==> config.mk <==
export PLATFORM = sky130hd
export DESIGN_NAME = interrupt_vector_bitmap_allocator_top
export DESIGN_NICKNAME = d
export VERILOG_FILES = /design/src/hdl/ivba_pkg.sv /design/src/hdl/ivba_ctrl.sv /design/src/hdl/ivba_datapath.sv /design/src/hdl/interrupt_vector_bitmap_allocator_top.sv
export SDC_FILE = /design/constraint.sdc
export NUM_CORES = 1
export LEC_CHECK = 0
export BUFFER_PORTS_ARGS = -buffer_cell sky130_fd_sc_hd__buf_2
export CAP_MARGIN = 20
export CORE_UTILIZATION = 57
export DETAILED_ROUTE_END_ITERATION = 10
export GPL_TIMING_DRIVEN = 0
export PLACE_DENSITY_LB_ADDON = 0.25
export SLEW_MARGIN = 20
export SYNTH_ARGS = -nofsm -noshare
export SYNTH_HDL_FRONTEND = slang
export SYNTH_HIERARCHICAL = 1
export SYNTH_SLANG_ARGS = --single-unit
==> constraint.sdc <==
create_clock -name i_clk -period 5.2 [get_ports i_clk]
set_input_delay 1.04 -clock i_clk [delete_from_list [all_inputs] [get_ports i_clk]]
set_output_delay 1.04 -clock i_clk [all_outputs]
set_load 0.05 [all_outputs]
==> src/hdl/ivba_pkg.sv <==
// Package: sizes, codes and controller/datapath interface types of the allocator.
package ivba_pkg;

    localparam int MAP_BYTES      = 32;
    localparam int RESERVED_BYTES = 4;
    localparam int VECTOR_BYTES   = 32;

    localparam int SCAN_BYTES  = (MAP_BYTES < VECTOR_BYTES) ? MAP_BYTES : VECTOR_BYTES;
    localparam int RES_BYTES   = (RESERVED_BYTES < MAP_BYTES) ? RESERVED_BYTES : MAP_BYTES;
    localparam int IDX_W       = $clog2(SCAN_BYTES);
    localparam int RSV_VECTORS = RESERVED_BYTES * 8;

    localparam logic       SCAN_EMPTY  = (RES_BYTES >= SCAN_BYTES);
    localparam logic [7:0] FULL_BYTE   = 8'hFF;
    localparam logic [7:0] EMPTY_BYTE  = 8'h00;
    localparam logic [7:0] NONE_VECTOR = 8'hFF;

    typedef enum logic [1:0] {
        ST_ALLOCATED = 2'd0,
        ST_NONE      = 2'd1,
        ST_FREED     = 2'd2,
        ST_REJECTED  = 2'd3
    } t_status;

    typedef enum logic {
        OP_ALLOC = 1'b0,
        OP_FREE  = 1'b1
    } t_op;

    typedef enum logic [1:0] {
        S_IDLE,
        S_SCAN,
        S_FREE,
        S_DONE
    } t_state;

    typedef struct packed {
        logic load;
        logic scan;
        logic free;
        logic out_load;
    } t_cmd;

    typedef struct packed {
        logic alloc_hit;
        logic scan_last;
        logic out_free;
    } t_stat;

endpackage

==> src/hdl/ivba_ctrl.sv <==
// Controller state machine of the allocator.
module ivba_ctrl (
    input  logic           i_clk,
    input  logic           i_rst_n,
    input  logic           i_in_valid,
    input  logic           i_op,
    input  ivba_pkg::t_stat i_stat,
    output ivba_pkg::t_cmd  o_cmd,
    output logic           o_in_stall
);

    ivba_pkg::t_state r_state;
    ivba_pkg::t_state n_state;

    always_ff @(posedge i_clk) begin
        if (!i_rst_n) begin
            r_state <= ivba_pkg::S_IDLE;
        end else begin
            r_state <= n_state;
        end
    end

    always_comb begin
        n_state    = r_state;
        o_cmd      = '0;
        o_in_stall = (r_state != ivba_pkg::S_IDLE) || !i_rst_n;
        case (r_state)
            ivba_pkg::S_IDLE: begin
                if (i_in_valid) begin
                    o_cmd.load = 1'b1;
                    if (i_op == ivba_pkg::OP_FREE) begin
                        n_state = ivba_pkg::S_FREE;
                    end else if (ivba_pkg::SCAN_EMPTY) begin
                        n_state = ivba_pkg::S_DONE;
                    end else begin
                        n_state = ivba_pkg::S_SCAN;
                    end
                end
            end
            ivba_pkg::S_SCAN: begin
                o_cmd.scan = 1'b1;
                if (i_stat.alloc_hit || i_stat.scan_last) begin
                    n_state = ivba_pkg::S_DONE;
                end
            end
            ivba_pkg::S_FREE: begin
                o_cmd.free = 1'b1;
                n_state    = ivba_pkg::S_DONE;
            end
            ivba_pkg::S_DONE: begin
                // hold the result until the output register can take it
                if (i_stat.out_free) begin
                    o_cmd.out_load = 1'b1;
                    n_state        = ivba_pkg::S_IDLE;
                end
            end
            default: begin
                n_state = ivba_pkg::S_IDLE;
            end
        endcase
    end

endmodule

==> src/hdl/ivba_datapath.sv <==
// Datapath: bitmap registers, byte scan, free update and output register.
module ivba_datapath (
    input  logic            i_clk,
    input  logic            i_rst_n,
    input  logic [7:0]      i_vector_in,
    input  ivba_pkg::t_cmd  i_cmd,
    input  logic            i_out_stall,
    output ivba_pkg::t_stat o_stat,
    output logic            o_out_valid,
    output logic [7:0]      o_vector_out,
    output logic [1:0]      o_status
);

    logic [7:0]                  r_map [ivba_pkg::SCAN_BYTES];
    logic [7:0]                  r_vec;
    logic [ivba_pkg::IDX_W-1:0]  r_idx;
    logic [7:0]                  r_res_vec;
    ivba_pkg::t_status           r_res_status;
    logic                        r_out_valid;
    logic [7:0]                  r_out_vec;
    ivba_pkg::t_status           r_out_status;

    logic [7:0]                  w_byte;
    logic [2:0]                  w_bit;
    logic                        w_hit;
    logic                        w_rsv;
    logic                        w_in_map;
    logic [ivba_pkg::IDX_W-1:0]  w_fidx;

    assign w_byte   = r_map[r_idx];
    assign w_hit    = (w_byte != ivba_pkg::FULL_BYTE);
    assign w_rsv    = (r_vec < 8'(ivba_pkg::RSV_VECTORS));
    assign w_in_map = ({1'b0, r_vec[7:3]} < 6'(ivba_pkg::SCAN_BYTES));
    assign w_fidx   = r_vec[ivba_pkg::IDX_W+2:3];

    // lowest clear bit: walk downward so the lowest one wins
    always_comb begin
        w_bit = '0;
        for (int k = 7; k >= 0; k--) begin
            if (!w_byte[k]) begin
                w_bit = 3'(k);
            end
        end
    end

    always_comb begin
        o_stat.alloc_hit = w_hit;
        o_stat.scan_last = (r_idx == ivba_pkg::IDX_W'(ivba_pkg::SCAN_BYTES - 1));
        o_stat.out_free  = !r_out_valid || !i_out_stall;
    end

    always_ff @(posedge i_clk) begin
        if (!i_rst_n) begin
            for (int i = 0; i < ivba_pkg::SCAN_BYTES; i++) begin
                r_map[i] <= (i < ivba_pkg::RES_BYTES) ? ivba_pkg::FULL_BYTE
                                                      : ivba_pkg::EMPTY_BYTE;
            end
            r_out_valid <= 1'b0;
        end else begin
            if (i_cmd.scan && w_hit) begin
                r_map[r_idx] <= w_byte | (8'(1) << w_bit);
            end
            if (i_cmd.free && !w_rsv && w_in_map) begin
                r_map[w_fidx] <= r_map[w_fidx] & ~(8'(1) << r_vec[2:0]);
            end
            if (i_cmd.out_load) begin
                r_out_valid <= 1'b1;
            end else if (!i_out_stall) begin
                r_out_valid <= 1'b0;
            end
        end
    end

    always_ff @(posedge i_clk) begin
        if (i_cmd.load) begin
            r_vec        <= i_vector_in;
            r_idx        <= ivba_pkg::IDX_W'(ivba_pkg::RES_BYTES);
            r_res_vec    <= ivba_pkg::NONE_VECTOR;
            r_res_status <= ivba_pkg::ST_NONE;
        end
        if (i_cmd.scan) begin
            if (w_hit) begin
                r_res_vec    <= 8'({r_idx, w_bit});
                r_res_status <= ivba_pkg::ST_ALLOCATED;
            end else begin
                r_idx <= r_idx + ivba_pkg::IDX_W'(1);
            end
        end
        if (i_cmd.free) begin
            r_res_vec    <= '0;
            r_res_status <= w_rsv ? ivba_pkg::ST_REJECTED : ivba_pkg::ST_FREED;
        end
        if (i_cmd.out_load) begin
            r_out_vec    <= r_res_vec;
            r_out_status <= r_res_status;
        end
    end

    assign o_out_valid  = r_out_valid;
    assign o_vector_out = r_out_vec;
    assign o_status     = r_out_status;

endmodule

==> src/hdl/interrupt_vector_bitmap_allocator_top.sv <==
// Top level of the interrupt vector bitmap allocator.
//
// Keeps a used/free bitmap of 256 interrupt vectors, one bit each, in 32
// byte registers. Vectors 0-31 are reserved out of reset, the rest free.
// Input channel (i_in_valid / o_in_stall): i_op 0 allocates the lowest
// free vector at or above the reserved area, i_op 1 frees i_vector_in.
// Output channel (o_out_valid / i_out_stall): one result per transaction,
// o_vector_out plus o_status (allocated, none available, freed, rejected).
// A free passes from S_FREE to S_DONE; an allocation walks the map one
// byte per cycle from the first unreserved byte until a byte with a clear
// bit is found or the last byte has been scanned, then moves to S_DONE.
// The byte scan is the throughput limit: one transaction in flight, a new
// one taken the cycle after its result is registered.
// A result waiting in the output register does not block the next accept;
// only the following result waits on i_out_stall, which then holds
// o_out_valid and the payload steady.
// Synchronous reset (i_rst_n low) restores the reserved pattern, drops
// o_out_valid and stalls the input.
module interrupt_vector_bitmap_allocator_top (
    input  logic       i_clk,
    input  logic       i_rst_n,
    input  logic       i_in_valid,
    output logic       o_in_stall,
    input  logic       i_op,
    input  logic [7:0] i_vector_in,
    output logic       o_out_valid,
    input  logic       i_out_stall,
    output logic [7:0] o_vector_out,
    output logic [1:0] o_status
);

    ivba_pkg::t_cmd  w_cmd;
    ivba_pkg::t_stat w_stat;

    ivba_ctrl u_ctrl (
        .i_clk      (i_clk),
        .i_rst_n    (i_rst_n),
        .i_in_valid (i_in_valid),
        .i_op       (i_op),
        .i_stat     (w_stat),
        .o_cmd      (w_cmd),
        .o_in_stall (o_in_stall)
    );

    ivba_datapath u_datapath (
        .i_clk        (i_clk),
        .i_rst_n      (i_rst_n),
        .i_vector_in  (i_vector_in),
        .i_cmd        (w_cmd),
        .i_out_stall  (i_out_stall),
        .o_stat       (w_stat),
        .o_out_valid  (o_out_valid),
        .o_vector_out (o_vector_out),
        .o_status     (o_status)
    );

endmodule

==> impl_metrics.ini <==
[grt]
grtUsageTotal_pct = 51.1
overflow = 0
first_global_vias = 14489
antenna_found_initial = 5
grt_max_degree = 16
grt_first_pass_wirelength_um = 108000

[floorplanning]
io_pins = 25
rows = 63
die_x_um = 176
coreArea_um2 = 29700
initial_core_util_pct = 58.0
dieArea_um2 = 30900
die_h_um = 176

[sta]
drv_slew = 0
fmax_mhz = 183
fin_skew_ns = 0.0420
whs_ns = 0.434
hold_viol_final = 0
tightest_slew_ns = 1.18
tns_ns = -12.83
period_minus_slack_ns = 5.46
setup_viol = 131
rsz0062_at_grt = no
fin_ws_ns = -0.263
max_slew_margin_pct = 21.5
finalCritPeriodShare_pct = 105

[layout]
final.fill_count = 2211
drive_above_1_share_pct = 19.2
syn_to_final_growth_pct = 12.8
finish.utilization_pct = 65.4
final_net_count = 1521

[pwr]
power_leakage_nw = 5.75
peakVddDrop_mv = 0.426
powerDensity_nw_per_um2 = 422

[clock_tree]
cts-root-buf = clkbuf_16
cts_buffer_depth = 3
insertion_delay_ns = 0.61
clkSinkCount = 297
cts-buffers-inserted = 31
clk_pin_slew_ns = 0.06
htreeDepth = 1
cts_tree = done

[worst_setup_path]
cp-start-kind = flip-flop
end_kind = flip-flop
worstPathMaxFanout = 10
required_ns = 5.49
worst-setup-path-type = flip-flop to flip-flop
arrival_ns = 5.75

[synth]
ys_seq_elements = 297
avgSynthCellArea_um2 = 12.4
yosys_warnings = 6
synthFlopType = edfxtp_1
synth.distinct_cells = 61
synth.yosys.seq_area_share_pct = 50.4
synth_edf_count = 274
async_flop_share_pct = 0
syn_inst = 1391
syn_area_um2 = 17200

[status]
violations = negative setup slack
status = finished with violations

[run]
drv_cap = 0

[placed_design]
place.gp.congestion = 1.10
dp_hpwl_um = 59600
port_buffers = 24

[route]
avgViaCountPerCell = 8.40
drc = 0
drt_iter0_drc = 3871
wire_per_inst_um = 41.4
antenna_left = 0
drt_first_pass_iters = 9
dr_total_vias = 16082
drt-total-wl_um = 79200

[hold_path]
hold_class = flip-flop to flip-flop
==> worst max-delay path: stages (launching register included) <==
cell and delay [ns]:
dfxtp_1 0.38, clkbuf_1 0.47, buf_2 0.38, buf_4 0.36, buf_2 0.43, mux2i_1 0.40
o22ai_1 0.16, nor4_1 0.48, nand2_1 0.23, and4_1 0.27, clkbuf_1 0.30, a21o_1 0.44
o31ai_2 0.61, buf_6 0.23
==> worst paths after layout <==
check / from / endpoint / slack [ns] / depth (start not counted)
setup / recovery: u_datapath/r_idx[1] / u_datapath/r_map[0][6] / -0.26 / 13
hold reg to reg: u_datapath/r_res_status[0] / u_datapath/o_status[0] / 0.43 / 0
hold / removal: u_datapath/r_res_status[0] / u_datapath/o_status[0] / 0.43 / 0
setup reg to reg: u_datapath/r_idx[1] / u_datapath/r_map[0][6] / -0.26 / 13
==> layer usage <==
layer / part of all wire (%) / vias to the layer above / wire (um) / track usage [%]
met5: 0.020 / - / 16 / 0
met4: 8.3 / 2 / 6600 / 31.3
met3: 19 / 454 / 14800 / 20.4
met2: 40 / 1836 / 32000 / 71.7
met1: 33 / 7757 / 25800 / 66.2
li1: - / 6033 / - / -
==> stage by stage <==
step	setup WS, ns	cells	cell area [um2]	total power, mW
after CTS	0.000769	1903	19300	7.91
after floorplan	1.28	1394	17200	4.70
after global placement	-1.88	1808	17900	5.76
final	-0.263	1914	19400	8.20
after global routing	0.000185	1913	19400	8.25
after detailed placement	-0.596	1830	18200	5.83
==> placed cells by master (no fill, tap or decap), types with 23 or more instances in the layout <==
| cell type | synthesis | routed |
|---|---|---|
| buf_2 | 43 | 62 |
| buf_4 | 1 | 46 |
| clkbuf_1 | 89 | 97 |
| clkbuf_16 | 0 | 31 |
| dfxtp_1 | 23 | 23 |
| edfxtp_1 | 274 | 274 |
| mux2i_1 | 134 | 132 |
| mux4_2 | 80 | 80 |
| nand2_1 | 154 | 154 |
| nand4_1 | 33 | 33 |
| nor2_1 | 44 | 44 |
| o22ai_1 | 95 | 95 |
| o31ai_1 | 66 | 61 |
| o32ai_1 | 136 | 136 |
==> flip-flops by register name, indices dropped and copies added (netlist names), named ones only <==
signal / count
u_datapath/r_map: 256
u_datapath/o_vector_out: 8
u_datapath/r_res_vec: 8
u_datapath/r_vec: 8
u_datapath/r_idx: 5
u_ctrl/r_state: 2
u_datapath/o_status: 2
u_datapath/r_res_status: 2
u_datapath/o_out_valid: 1
==> synth_stat cells, types with 11 or more instances <==
cell type / n / area, um2
mux4_2: 80 / 1800
buf_1: 11 / 41.3
inv_1: 17 / 63.8
edfxtp_1: 274 / 8230
nand2_1: 154 / 578
o311ai_0: 13 / 114
nor4_1: 16 / 100
o32ai_1: 136 / 1190
mux2i_1: 134 / 1340
buf_2: 43 / 215
o31ai_1: 66 / 495
nor2_1: 44 / 165
clkbuf_1: 89 / 334
dfxtp_1: 23 / 460
o211ai_1: 17 / 128
o22ai_1: 95 / 594
nand4_1: 33 / 206
==> kinds of logic (layout without fill, tap and decap cells) <==
kind of cell	count (synthesis)	in the layout	synth area share, %
AO/OA/AOI/OAI	368	368	16.5
AND/OR/NAND/NOR	328	328	9.50
flip-flops	297	297	50.4
multiplexers	224	224	18.9
buffers and inverters	162	291	3.86
adder cells (fa/ha/maj)	10	10	0.726
other	1	5	0.0218
XOR/XNOR	1	1	0.0508
==> cell type report <==
class                           count  area [um2]  area share, %
Sequential cell                   297        8690           44.7
Buffer                            144         623           3.21
Tap cell                          390         488           2.51
Clock inverter                      8        45.0          0.232
Multi-Input combinational cell    935        8120           41.8
Timing Repair Buffer               71         500           2.58
Inverter                           18        67.6          0.348
Antenna cell                        1        2.50         0.0129
Clock buffer                       50         897           4.62
==> report_power, final <==
part / switching (mW) / internal [mW] / leakage [nW]
clock: 0.956 / 1.17 / 0.460
combinational: 2.20 / 0.937 / 2.39
sequential: 0.128 / 2.81 / 2.90
==> what timing repair did <==
| action | CTS | global route |
|---|---|---|
| buffers inserted | 15 | 10 |
| setup endpoints to repair | 224 | 219 |
| gates resized for setup | 10 | 14 |
| pin swaps | 12 | 4 |
| hold buffers | 0 | 0 |
Note: power is estimated with default switching activity, not from simulation.
